[src/hdl/lfid_pkg.sv]
// ----------------------------------------------------------------------------
// lfid_pkg
// Shared types, codes and defaults of the lowest free ID pool allocator.
// ----------------------------------------------------------------------------
package lfid_pkg;

  // Default configuration
  localparam int NUM_POOLS_DEF = 8;
  localparam int MAX_IDS_DEF   = 256;
  localparam int ID_WIDTH_DEF  = 16;

  // Fixed field widths
  localparam int CMD_W  = 2;
  localparam int TAG_W  = 3;
  localparam int WORD_W = 64;
  localparam int BIT_W  = 6;

  typedef enum logic [CMD_W-1:0] {
    CMD_ALLOC      = 2'd0,
    CMD_RELEASE    = 2'd1,
    CMD_RESET_POOL = 2'd2
  } cmd_t;

  typedef enum logic [2:0] {
    ST_OK           = 3'd0,
    ST_EXHAUSTED    = 3'd1,
    ST_UNKNOWN      = 3'd2,
    ST_ALREADY_FREE = 3'd3,
    ST_RANGE        = 3'd4
  } status_t;

  // Encode a one-hot 64-bit word into its bit index
  function automatic logic [BIT_W-1:0] onehot_idx(input logic [WORD_W-1:0] oh);
    logic [BIT_W-1:0] idx;
    idx = '0;
    for (int i = 0; i < WORD_W; i++) begin
      if (oh[i]) begin
        idx = idx | BIT_W'(i);
      end
    end
    return idx;
  endfunction

endpackage

[src/hdl/lfid_ram.sv]
// ----------------------------------------------------------------------------
// lfid_ram
// Generic single-write, single-read RAM with a registered read port.
// ----------------------------------------------------------------------------
module lfid_ram #(
  parameter int WIDTH = 64,
  parameter int DEPTH = 32,
  localparam int AW = (DEPTH > 1) ? $clog2(DEPTH) : 1
) (
  input  logic             clk,
  input  logic             we,
  input  logic [AW-1:0]    waddr,
  input  logic [WIDTH-1:0] wdata,
  input  logic [AW-1:0]    raddr,
  output logic [WIDTH-1:0] rdata
);

  logic [WIDTH-1:0] mem [DEPTH];
  logic [WIDTH-1:0] rdata_r;

  // Write port and registered read
  always_ff @(posedge clk) begin
    if (we) begin
      mem[waddr] <= wdata;
    end
    rdata_r <= mem[raddr];
  end

  assign rdata = rdata_r;

endmodule

[src/hdl/lowest_free_id_pool_allocator.sv]
// ----------------------------------------------------------------------------
// lowest_free_id_pool_allocator
// Per-pool free bitmaps in RAM; allocate hands out the lowest free ID.
// ----------------------------------------------------------------------------
// Requests are taken one at a time on start while busy is low; each request
// gives exactly one result on out_valid for a single cycle, and the receiver
// cannot stall it. The next request may be issued in the strobe cycle. With
// W = ceil(MAX_IDS/64) bitmap words per pool (W = 4 at the defaults): reset
// pool, unknown pool and the unused command answer from decode alone; release
// reads the range, then does a read-modify-write of one bitmap word, or stops
// after the range read when rejected on the range; allocate into a pool that
// is not live writes all W bitmap words, one word per cycle; allocate into a
// live pool reads bitmap words in turn until a free bit is found. The bitmap
// RAM has a single, registered read port. Requests run strictly one after
// another, so every write-back lands before the next read. Pool ranges and
// bitmaps need no clearing after reset: live bits live in flip-flops and gate
// every read.
// ----------------------------------------------------------------------------
module lowest_free_id_pool_allocator #(
  parameter int NUM_POOLS = lfid_pkg::NUM_POOLS_DEF,
  parameter int MAX_IDS   = lfid_pkg::MAX_IDS_DEF,
  parameter int ID_WIDTH  = lfid_pkg::ID_WIDTH_DEF
) (
  input  logic                       clk,
  input  logic                       rst_n,
  input  logic                       start,
  output logic                       busy,
  input  logic [lfid_pkg::CMD_W-1:0] in_command,
  input  logic [lfid_pkg::TAG_W-1:0] in_pool,
  input  logic [ID_WIDTH-1:0]        in_id_in,
  input  logic [ID_WIDTH-1:0]        in_min_id,
  input  logic [ID_WIDTH-1:0]        in_max_id,
  output logic                       out_valid,
  output logic [ID_WIDTH-1:0]        out_id_out,
  output lfid_pkg::status_t          out_status
);

  import lfid_pkg::*;

  localparam int POOL_WORDS = (MAX_IDS + WORD_W - 1) / WORD_W;
  localparam int WIDX_W     = (POOL_WORDS > 1) ? $clog2(POOL_WORDS) : 1;
  localparam int WDEPTH     = NUM_POOLS * POOL_WORDS;
  localparam int WA_W       = (WDEPTH > 1) ? $clog2(WDEPTH) : 1;
  localparam int PIDX_W     = (NUM_POOLS > 1) ? $clog2(NUM_POOLS) : 1;
  localparam int CNT_A      = ID_WIDTH + 1;
  localparam int CNT_B      = $clog2(POOL_WORDS * WORD_W + 1);
  localparam int CNT_W      = (CNT_A > CNT_B) ? CNT_A : CNT_B;

  typedef enum logic [2:0] {
    S_IDLE,
    S_DEC,
    S_FILL,
    S_SCAN_RD,
    S_SCAN_CHK,
    S_REL_CHK,
    S_REL_RD,
    S_REL_UPD
  } state_t;

  state_t                state_r, state_nxt;
  logic [CMD_W-1:0]      cmd_r;
  logic [TAG_W-1:0]      pool_r;
  logic [ID_WIDTH-1:0]   id_r, min_r, max_r;
  logic [CMD_W-1:0]      cmd_nxt;
  logic [TAG_W-1:0]      pool_nxt;
  logic [ID_WIDTH-1:0]   id_nxt, min_nxt, max_nxt;
  logic [WIDX_W-1:0]     widx_r, widx_nxt;
  logic [BIT_W-1:0]      bit_r, bit_nxt;
  logic [CNT_W-1:0]      count_r, count_nxt;
  logic [NUM_POOLS-1:0]  live_r, live_nxt;
  logic                  out_valid_r, out_valid_nxt;
  logic [ID_WIDTH-1:0]   out_id_r, out_id_nxt;
  status_t               out_status_r, out_status_nxt;

  logic [PIDX_W-1:0]     tag_idx;
  logic                  tag_unknown;
  logic [WA_W-1:0]       word_addr;
  logic                  word_we;
  logic [WORD_W-1:0]     word_wdata, word_rdata;
  logic                  rng_we;
  logic [2*ID_WIDTH-1:0] rng_wdata, rng_rdata;
  logic [ID_WIDTH-1:0]   rng_low, rng_high;

  logic [WORD_W-1:0]     scan_iso;
  logic [BIT_W-1:0]      scan_bit;
  logic [ID_WIDTH-1:0]   alloc_id;
  logic [CNT_W-1:0]      span, base, top, rem;
  logic [WORD_W-1:0]     fill_word;
  logic [ID_WIDTH-1:0]   fill_high;
  logic [ID_WIDTH-1:0]   rel_off;
  logic                  last_word;

  // Pool index and word address
  assign tag_idx     = PIDX_W'(pool_r);
  assign tag_unknown = int'(pool_r) >= NUM_POOLS;
  assign word_addr   = WA_W'(int'(tag_idx) * POOL_WORDS + int'(widx_r));
  assign last_word   = widx_r == WIDX_W'(POOL_WORDS - 1);
  assign rng_low     = rng_rdata[ID_WIDTH-1:0];
  assign rng_high    = rng_rdata[2*ID_WIDTH-1:ID_WIDTH];

  // Lowest free bit of the word under scan
  assign scan_iso = word_rdata & (~word_rdata + WORD_W'(1));
  assign scan_bit = onehot_idx(scan_iso);
  assign alloc_id = rng_low + ID_WIDTH'({widx_r, scan_bit});

  // Range span, clamped later to the pool size
  assign span = CNT_W'(max_r) - CNT_W'(min_r) + CNT_W'(1);

  // Fill pattern of the current bitmap word
  assign base = CNT_W'({widx_r, {BIT_W{1'b0}}});
  assign top  = base + CNT_W'(WORD_W);
  assign rem  = count_r - base;
  always_comb begin
    if (count_r >= top) begin
      fill_word = '1;
    end else if (count_r > base) begin
      fill_word = ~({WORD_W{1'b1}} << rem[BIT_W-1:0]);
    end else begin
      fill_word = '0;
    end
  end
  assign fill_high = (count_r == '0) ? max_r
                   : ID_WIDTH'(CNT_W'(min_r) + count_r - CNT_W'(1));

  assign rel_off = id_r - rng_low;

  // Sequencer next-state and datapath
  always_comb begin
    state_nxt      = state_r;
    cmd_nxt        = cmd_r;
    pool_nxt       = pool_r;
    id_nxt         = id_r;
    min_nxt        = min_r;
    max_nxt        = max_r;
    widx_nxt       = widx_r;
    bit_nxt        = bit_r;
    count_nxt      = count_r;
    live_nxt       = live_r;
    out_valid_nxt  = 1'b0;
    out_id_nxt     = out_id_r;
    out_status_nxt = out_status_r;
    word_we        = 1'b0;
    word_wdata     = fill_word;
    rng_we         = 1'b0;
    rng_wdata      = {fill_high, min_r};

    unique case (state_r)
      S_IDLE: begin
        // take a request
        if (start) begin
          cmd_nxt   = in_command;
          pool_nxt  = in_pool;
          id_nxt    = in_id_in;
          min_nxt   = in_min_id;
          max_nxt   = in_max_id;
          state_nxt = S_DEC;
        end
      end

      S_DEC: begin
        widx_nxt       = '0;
        out_id_nxt     = '0;
        out_status_nxt = ST_OK;
        if (max_r < min_r) begin
          count_nxt = '0;
        end else if (span > CNT_W'(MAX_IDS)) begin
          count_nxt = CNT_W'(MAX_IDS);
        end else begin
          count_nxt = span;
        end
        unique case (cmd_r)
          CMD_ALLOC: begin
            if (tag_unknown) begin
              out_status_nxt = ST_UNKNOWN;
              out_valid_nxt  = 1'b1;
              state_nxt      = S_IDLE;
            end else if (live_r[tag_idx]) begin
              state_nxt = S_SCAN_RD;
            end else begin
              state_nxt = S_FILL;
            end
          end
          CMD_RELEASE: begin
            if (tag_unknown || !live_r[tag_idx]) begin
              out_status_nxt = ST_UNKNOWN;
              out_valid_nxt  = 1'b1;
              state_nxt      = S_IDLE;
            end else begin
              state_nxt = S_REL_CHK;
            end
          end
          CMD_RESET_POOL: begin
            if (tag_unknown) begin
              out_status_nxt = ST_UNKNOWN;
            end else begin
              live_nxt[tag_idx] = 1'b0;
            end
            out_valid_nxt = 1'b1;
            state_nxt     = S_IDLE;
          end
          default: begin
            // unused command: answer ok, change nothing
            out_valid_nxt = 1'b1;
            state_nxt     = S_IDLE;
          end
        endcase
      end

      S_FILL: begin
        // write one bitmap word; the first ID is taken right away
        word_we    = 1'b1;
        word_wdata = (widx_r == '0) ? (fill_word & ~WORD_W'(1)) : fill_word;
        rng_we     = widx_r == '0;
        if (last_word) begin
          live_nxt[tag_idx] = 1'b1;
          out_valid_nxt     = 1'b1;
          if (count_r != '0) begin
            out_id_nxt     = min_r;
            out_status_nxt = ST_OK;
          end else begin
            out_id_nxt     = '0;
            out_status_nxt = ST_EXHAUSTED;
          end
          state_nxt = S_IDLE;
        end else begin
          widx_nxt = widx_r + WIDX_W'(1);
        end
      end

      S_SCAN_RD: begin
        state_nxt = S_SCAN_CHK;
      end

      S_SCAN_CHK: begin
        // take the lowest free bit, else advance to the next word
        if (word_rdata != '0) begin
          word_we        = 1'b1;
          word_wdata     = word_rdata & ~scan_iso;
          out_id_nxt     = alloc_id;
          out_status_nxt = ST_OK;
          out_valid_nxt  = 1'b1;
          state_nxt      = S_IDLE;
        end else if (last_word) begin
          out_id_nxt     = '0;
          out_status_nxt = ST_EXHAUSTED;
          out_valid_nxt  = 1'b1;
          state_nxt      = S_IDLE;
        end else begin
          widx_nxt  = widx_r + WIDX_W'(1);
          state_nxt = S_SCAN_RD;
        end
      end

      S_REL_CHK: begin
        // check the ID against the pool range
        if (id_r < rng_low || id_r > rng_high ||
            CNT_W'(rel_off) >= CNT_W'(MAX_IDS)) begin
          out_status_nxt = ST_RANGE;
          out_valid_nxt  = 1'b1;
          state_nxt      = S_IDLE;
        end else begin
          widx_nxt  = WIDX_W'(rel_off >> BIT_W);
          bit_nxt   = rel_off[BIT_W-1:0];
          state_nxt = S_REL_RD;
        end
      end

      S_REL_RD: begin
        state_nxt = S_REL_UPD;
      end

      S_REL_UPD: begin
        // set the bit unless it is already free
        if (word_rdata[bit_r]) begin
          out_status_nxt = ST_ALREADY_FREE;
        end else begin
          word_we    = 1'b1;
          word_wdata = word_rdata | (WORD_W'(1) << bit_r);
        end
        out_valid_nxt = 1'b1;
        state_nxt     = S_IDLE;
      end

      default: begin
        state_nxt = S_IDLE;
      end
    endcase
  end

  // Hold state, request and registered outputs
  always_ff @(posedge clk) begin
    cmd_r        <= cmd_nxt;
    pool_r       <= pool_nxt;
    id_r         <= id_nxt;
    min_r        <= min_nxt;
    max_r        <= max_nxt;
    widx_r       <= widx_nxt;
    bit_r        <= bit_nxt;
    count_r      <= count_nxt;
    out_id_r     <= out_id_nxt;
    out_status_r <= out_status_nxt;
    if (!rst_n) begin
      state_r     <= S_IDLE;
      live_r      <= '0;
      out_valid_r <= 1'b0;
    end else begin
      state_r     <= state_nxt;
      live_r      <= live_nxt;
      out_valid_r <= out_valid_nxt;
    end
  end

  // Free bitmaps, W words per pool
  lfid_ram #(
    .WIDTH (WORD_W),
    .DEPTH (WDEPTH)
  ) u_word_ram (
    .clk   (clk),
    .we    (word_we),
    .waddr (word_addr),
    .wdata (word_wdata),
    .raddr (word_addr),
    .rdata (word_rdata)
  );

  // Pool ranges, {high, low}
  lfid_ram #(
    .WIDTH (2 * ID_WIDTH),
    .DEPTH (NUM_POOLS)
  ) u_range_ram (
    .clk   (clk),
    .we    (rng_we),
    .waddr (tag_idx),
    .wdata (rng_wdata),
    .raddr (tag_idx),
    .rdata (rng_rdata)
  );

  assign busy       = state_r != S_IDLE;
  assign out_valid  = out_valid_r;
  assign out_id_out = out_id_r;
  assign out_status = out_status_r;

endmodule

[config.mk]
export PLATFORM = sky130hd
export DESIGN_NAME = lowest_free_id_pool_allocator
export DESIGN_NICKNAME = d
export VERILOG_FILES = /design/src/hdl/lfid_pkg.sv /design/src/hdl/lfid_ram.sv /design/src/hdl/lowest_free_id_pool_allocator.sv
export SDC_FILE = /design/constraint.sdc
export NUM_CORES = 2
export LEC_CHECK = 0
export ABC_AREA = 0
export BUFFER_PORTS_ARGS = -buffer_cell sky130_fd_sc_hd__buf_4
export CAP_MARGIN = 5
export CORE_ASPECT_RATIO = 0.5
export CORE_MARGIN = 3
export CORE_UTILIZATION = 55
export CTS_BUF_LIST = sky130_fd_sc_hd__clkbuf_4 sky130_fd_sc_hd__clkbuf_8
export DETAILED_ROUTE_END_ITERATION = 10
export GPL_TIMING_DRIVEN = 0
export PLACE_DENSITY = 0.71
export SLEW_MARGIN = 20
export SYNTH_ARGS = -nofsm -noshare
export SYNTH_HDL_FRONTEND = slang
export SYNTH_SLANG_ARGS = --single-unit
[constraint.sdc]
create_clock -name clk -period 7.1 [get_ports clk]
set_input_delay 1.42 -clock clk [delete_from_list [all_inputs] [get_ports clk]]
set_output_delay 1.42 -clock clk [all_outputs]
set_load 0.02 [all_outputs]
* Yosys cells after proc, flatten, opt, wreduce, memory -nomap -nowiden
Memory sizes are Yosys's and may differ from the RTL's. A register that Yosys moved wholly into a read port is not among the register bits. Index checks and enable logic that the tools add are counted.
Storage, ports and cells: memories kept 2, output and inout port bits 21, bits in writable memories 2304, register bits after elaboration 109, word-level logic and storage cells 281, bits of input ports 56
Cells by class: equal/unequal tests 18, add/sub/neg operators 11, reductions and logical operators 21, multiplexer cells 195, bitwise operators 9, shift operators 2, order comparisons 10
Memories:
- u_word_ram.mem | depth 32, width 64, read ports 1, clocked after Yosys merged registers in 1, write ports 1, line lfid_ram.sv:18 | logic [WIDTH-1:0] mem [DEPTH];
- u_range_ram.mem | depth 8, width 32, read ports 1, clocked after Yosys merged registers in 1, write ports 1, line lfid_ram.sv:18
Operators with widths (number):
- $mux W64 | 7
- $mux W16 | 17
- $mux W6 | 34
- $not A64 Y64 | 3
- $pmux W64 S3 | 1
- $mux W3 | 44
- $and A64 B64 Y64 | 2
- $mux W17 | 5
- $mux W5 | 16
- $add A64 B1 Y64 const B | 1
- $or A64 B64 Y64 | 1
- $reduce_bool A64 Y1 | 1
- $shl A1 B6 Y64 const A | 1
- $shl A64 B6 Y64 const A | 1
- $mux W8 | 6
- $pmux W16 S3 | 1
- $lt A16 B16 Y1 | 2
- $mux W4 | 8
- $mux W1 | 30
- $mux W2 | 14
- $pmux W3 S8 | 1
- $add A17 B1 Y17 const B | 1
- $ge A17 B9 Y1 | 1
- $gt A17 B8 Y1 | 1
- 49 further kinds | 67

* Logic depth before layout (Yosys ltp)
depth in word-level cells 70, mapped depth 20, gate-level depth less buffers 19

* By module
Synthesis repeated with hierarchy kept, for this count alone.
Unflattened totals: cells, all modules 5116, area, all modules 102049.1 um2
Modules (own cells, without submodules):
- lfid_ram at u_word_ram | area an instance 78980.7 um2, instances 1, seq. area each 62780.2 um2, cells an instance 3097
- lowest_free_id_pool_allocator | area an instance 12602.1 um2, instances 1, seq. area each 3153.0 um2, cells an instance 1604
- lfid_ram at u_range_ram | area an instance 10466.3 um2, instances 1, seq. area each 8328.0 um2, cells an instance 415

* Worst setup path after synthesis
Ideal clock, no wire load.
path type register to register, from register bit_r[0], to memory u_word_ram.mem[11][0], enable pin, setup time 0.487 ns, path slack 1.249 ns, path buffers 2, arrival 5.364 ns, stages on the path, launching flop included 11, required time 6.613 ns, clock period less this slack 5.851 ns, path through edfxtp_1 clkbuf_1 buf_2 mux4_2 mux4_2 o22a_1 o21ai_2 nand2_1 a21oi_2 o21ai_1 nor2_1
On the way: word-level cells in the longest chain between the ends 7
Ends and longest elaborated chain:
- from (decl) | line lowest_free_id_pool_allocator.sv:68 | logic [BIT_W-1:0] bit_r, bit_nxt;
- from (signal assigned) | line lowest_free_id_pool_allocator.sv:298 | bit_r <= bit_nxt;
- $bmux W1 S6 | line lowest_free_id_pool_allocator.sv:274 | if (word_rdata[bit_r]) begin
- $mux W1 (not written as such) | line lowest_free_id_pool_allocator.sv:274
- $mux W1 | line lowest_free_id_pool_allocator.sv:274
- $mux W1 | line lowest_free_id_pool_allocator.sv:147 | unique case (state_r)
- $pmux W1 S3 | line lowest_free_id_pool_allocator.sv:147
- $mux W1 | line lfid_ram.sv:23 | if (we) begin
- $mux W1 (not written as such) | line lfid_ram.sv:24 | mem[waddr] <= wdata;
- to (decl) | line lfid_ram.sv:18
No other way between the ends. The select of a mux whose other input is x is not followed.

* Worst setup path after layout
from register widx_r[1], to memory u_word_ram.mem[2][31], data pin
On the way: word-level cells in the longest chain between the ends 7, elaborated cells between the ends (all ways) 11, those cells by class add/sub (1); order compare (2); mux (8)
Ends and longest elaborated chain:
- from (decl) | line lowest_free_id_pool_allocator.sv:67 | logic [WIDX_W-1:0] widx_r, widx_nxt;
- from (signal assigned) | line lowest_free_id_pool_allocator.sv:297 | widx_r <= widx_nxt;
- branches (longest 3 deep; another with $ge A17 B9 Y1)
- $mux W64 * | line lowest_free_id_pool_allocator.sv:114 | if (count_r >= top) begin
- $mux W64, on equally long branches | line lowest_free_id_pool_allocator.sv:274, lowest_free_id_pool_allocator.sv:236
- $mux W64 | line lowest_free_id_pool_allocator.sv:147
- $pmux W64 S3 * | line lowest_free_id_pool_allocator.sv:147
- net u_word_ram.wdata[31] | line lfid_ram.sv:13 | input logic [WIDTH-1:0] wdata,
Mark *: on every way through the listed nets, which the timed path passes. The select of a mux whose other input is x is not followed.

==> metrics.md <==
| Metric | Value |
|---|---|
| CTS Root Cell | `clkbuf_8` |
| Synth Register Bits | `2,509` |
| Combinational power share | `8.7%` |
| Drt initial violations | `10,600` |
| Starting Density | `55.8%` |
| Ratio of cells with drive above 1 in the final layout | `27.0%` |
| Core area | `178,000 sq um` |
| Leak | `0.0417 uW` |
| Register area | `74,300 sq um` |
| Setup violators final | `0` |
| CTS Hold Bufs | `0` |
| Yosys cell types | `94` |
| Max Freq | `142 MHz` |
| Synth Area per Inst | `19.1 sq um` |
| Io pins | `77` |
| IO buf count | `76` |
| Share of the yosys chip area belonging to registers | `74.7%` |
| Final slew viol count | `0` |
| Switch Pwr | `7330 uW` |
| H-tree levels | `5` |
| Fill cells | `11,600` |
| Worst skew pair latency | `990 ps` |
| Final Core Density | `64.6%` |
| Most frequent cells in the layout | `2,401 x edfxtp_1, 531 x mux4_2, 392 x a22oi_1` |
| Routed Wire Length | `326,000 um` |
| Final Net Count | `6,028` |
| Slew headroom | `13.3%` |
| Fin cells | `8,516` |
| Clock Sinks | `2,509` |
| Multi-input gate area | `24,300 sq um` |
| Vias in the first global route | `57,600` |
| Clk pwr share | `36.7%` |
| First-pass GRT wire length | `449,000 um` |
| Status | `complete, no violations` |
| Pre-antenna DRT Iters | `8` |
| Critical Path AT | `7520 ps` |
| Hold Vio Cnt, Final | `0` |
| CTS tree | `yes` |
| HPWL Detailed | `227,000 um` |
| Vias | `59,300` |
| Commonest non-fill, non-tap cell in the layout | `edfxtp_1` |
| Min Tclk post-route | `7040 ps` |
| Die area | `186,000 sq um` |
| Worst min path class | `register to register` |
| Tcrit/Tclk final | `99.1%` |
| GP Congestion | `0.991` |
| Die W | `607 um` |
| CTS Buffer Depth | `4` |
| RSZ-0062 raised after global routing | `no` |
| Cell taking the most area after synthesis | `edfxtp_1` |
| Number of enable flip-flop cells after synthesis | `2,401` |
| Drt wl/cell | `38.2 um` |
| Vias/cell | `6.96` |
| Kind of critical path | `register to register` |
| DRC viols | `0` |
| Total track usage | `35.0%` |
| YS warnings | `0` |
| Synth area leaders | `edfxtp_1 73%, mux4_2 12%, a22oi_1 3.0%` |
| Grt ovf | `0` |
| Dominant synthesized flop cell | `edfxtp_1` |
| Area Overhead vs Synth | `15.8%` |
| Antenna violations before repair | `23` |
| Yosys top cell area share | `72.5%` |
| Pwr Density | `262 nW/um^2` |
| Pin count of the biggest net entering global routing | `33` |
| Switch share | `24.4%` |
| Placed Cells | `7,889` |
| Clk_skew | `66.6 ps` |
| Startpoint class of the critical path | `register` |
| Die Y-Extent | `307 um` |
| Hold_sp | `u_range_ram.mem[1][2]` |
| Reg2reg start | `widx_r[1]` |
| Pint | `22,800 uW` |
| Mapped Area | `99,400 sq um` |
| Critical Path Source | `widx_r[1]` |
| Ys async rst share | `0%` |
| Row count | `109` |
| Register share of total power | `54.6%` |
| Reg clk slew, reported paths | `70 ps` |
| Max_cap viols | `0` |
| Post-route ant nets | `0` |
| CTS Buf Count | `340` |
| Worst slew pin tran | `1300 ps` |
| Max FO, Critical Path | `32` |
| Peak supply drop | `0.139 mV` |
| Critical Path RT | `7580 ps` |
| CP Capture Type | `register` |
| Post-Syn Instances | `5,203` |
what timing repair did:
action,4_1_cts,5_1_grt
setup buffers,0,5
resized for setup,3,2
pin swaps,0,1
endpoints found under the setup margin,1062,37
metal layers:
metal | global-route usage, % | routed length [um] | up-vias
met5 | 0 | 128 | -
met3 | 13.4 | 51200 | 802
met4 | 14.3 | 14700 | 16
met2 | 49.4 | 139000 | 5091
met1 | 49.3 | 120000 | 30400
li1 | - | - | 23000
cells in the mapped netlist (5+ instances only):
library cell / instances
edfxtp_1: 2401
mux4_2: 531
a22oi_1: 392
a21oi_1: 200
clkbuf_1: 189
nor2_1: 180
inv_1: 151
nand2_1: 119
nand4_1: 118
ha_1: 112
dfxtp_1: 108
o21ai_0: 97
buf_1: 66
o22ai_1: 57
nor3_1: 47
nand3_1: 31
xnor2_1: 27
or3_1: 20
nor2b_1: 19
nand2b_1: 18
nor4_1: 18
a21o_1: 17
and3_1: 15
buf_2: 15
o21a_1: 15
a211oi_1: 14
o211ai_1: 14
or2_2: 12
xor2_1: 12
and2_1: 11
fa_1: 11
a31oi_1: 10
a221o_1: 9
nand3b_1: 8
or4_1: 8
o21bai_1: 7
o2111ai_1: 6
o31ai_1: 6
o21ai_1: 5
area by class of cell:
cell class	count	share of cell area, %
sequential	2509	64.5
multi-input combinational	2270	21.1
clock buffer	494	5.16
timing repair buffer	299	4.38
tap	2386	2.59
buffer	275	1.06
clock inverter	108	0.637
inverter	154	0.502
antenna	21	0.0457
kinds of logic (layout without fill, tap and decap cells):
family / count (synthesis) / count (layout) / share of synthesized area [%]
DFF: 2509 / 2509 / 74.7
AOI/OAI and AO/OA: 899 / 899 / 6.05
and+or+nand+nor: 663 / 663 / 3.46
muxes: 538 / 538 / 12.1
buffers and inverters: 431 / 1330 / 1.68
adders and majority gates: 123 / 123 / 1.63
xor gates and xnor gates: 39 / 39 / 0.344
other: 1 / 29 / 0.00377
flip-flops by register name (all words and copies together), names as in the netlist, named ones only:
signal             cells
cmd_r                  2
u_range_ram.mem      256
pool_r                 3
out_id_out            16
id_r                  16
state_r                3
max_r                 16
count_r               17
bit_r                  6
u_range_ram.rdata     32
out_valid              1
min_r                 16
widx_r                 2
u_word_ram.mem      2048
out_status             3
u_word_ram.rdata      64
stage by stage:
step	power (uW)	setup TNS, ps	hold WS, ps	instance area [sq um]	setup slack, ps
final	30100	0	466	115000	60.7
after detailed placement	19300	-287030	460	108000	-889
after global placement	19200	-	453	103000	-5760
after floorplan	18200	0	444	99400	1250
after CTS	30100	0	451	115000	37.5
after global routing	31000	0	484	115000	61.9
final timing paths:
kind              slack, ps                     to  depth (start not counted)
setup / recovery         60  u_word_ram.mem[2][31]                         13
hold / removal          470   u_range_ram.rdata[2]                          2
setup reg to reg         60  u_word_ram.mem[2][31]                         13
hold reg to reg         470   u_range_ram.rdata[2]                          2
power groups by stage:
stage / registers (uW) / logic (uW) / clock network (uW)
after floorplan: 16700 / 1490 / 0
after global placement: 16800 / 2400 / 0
after detailed placement: 16800 / 2520 / 0
after CTS: 16400 / 2540 / 11100
after global routing: 16400 / 2760 / 11800
final: 16400 / 2620 / 11100
worst max-delay path, stage by stage (launching register included):
cell and delay, ps:
edfxtp_1 650, clkbuf_2 630, clkbuf_2 870, inv_1 330, ha_1 370, inv_1 280, ha_1 310, and2_1 150
a311o_1 380, a2111o_1 690, a21o_1 270, clkbuf_1 280, o211ai_1 560, nand3_2 670
Note: power is estimated with default switching activity, not from simulation.
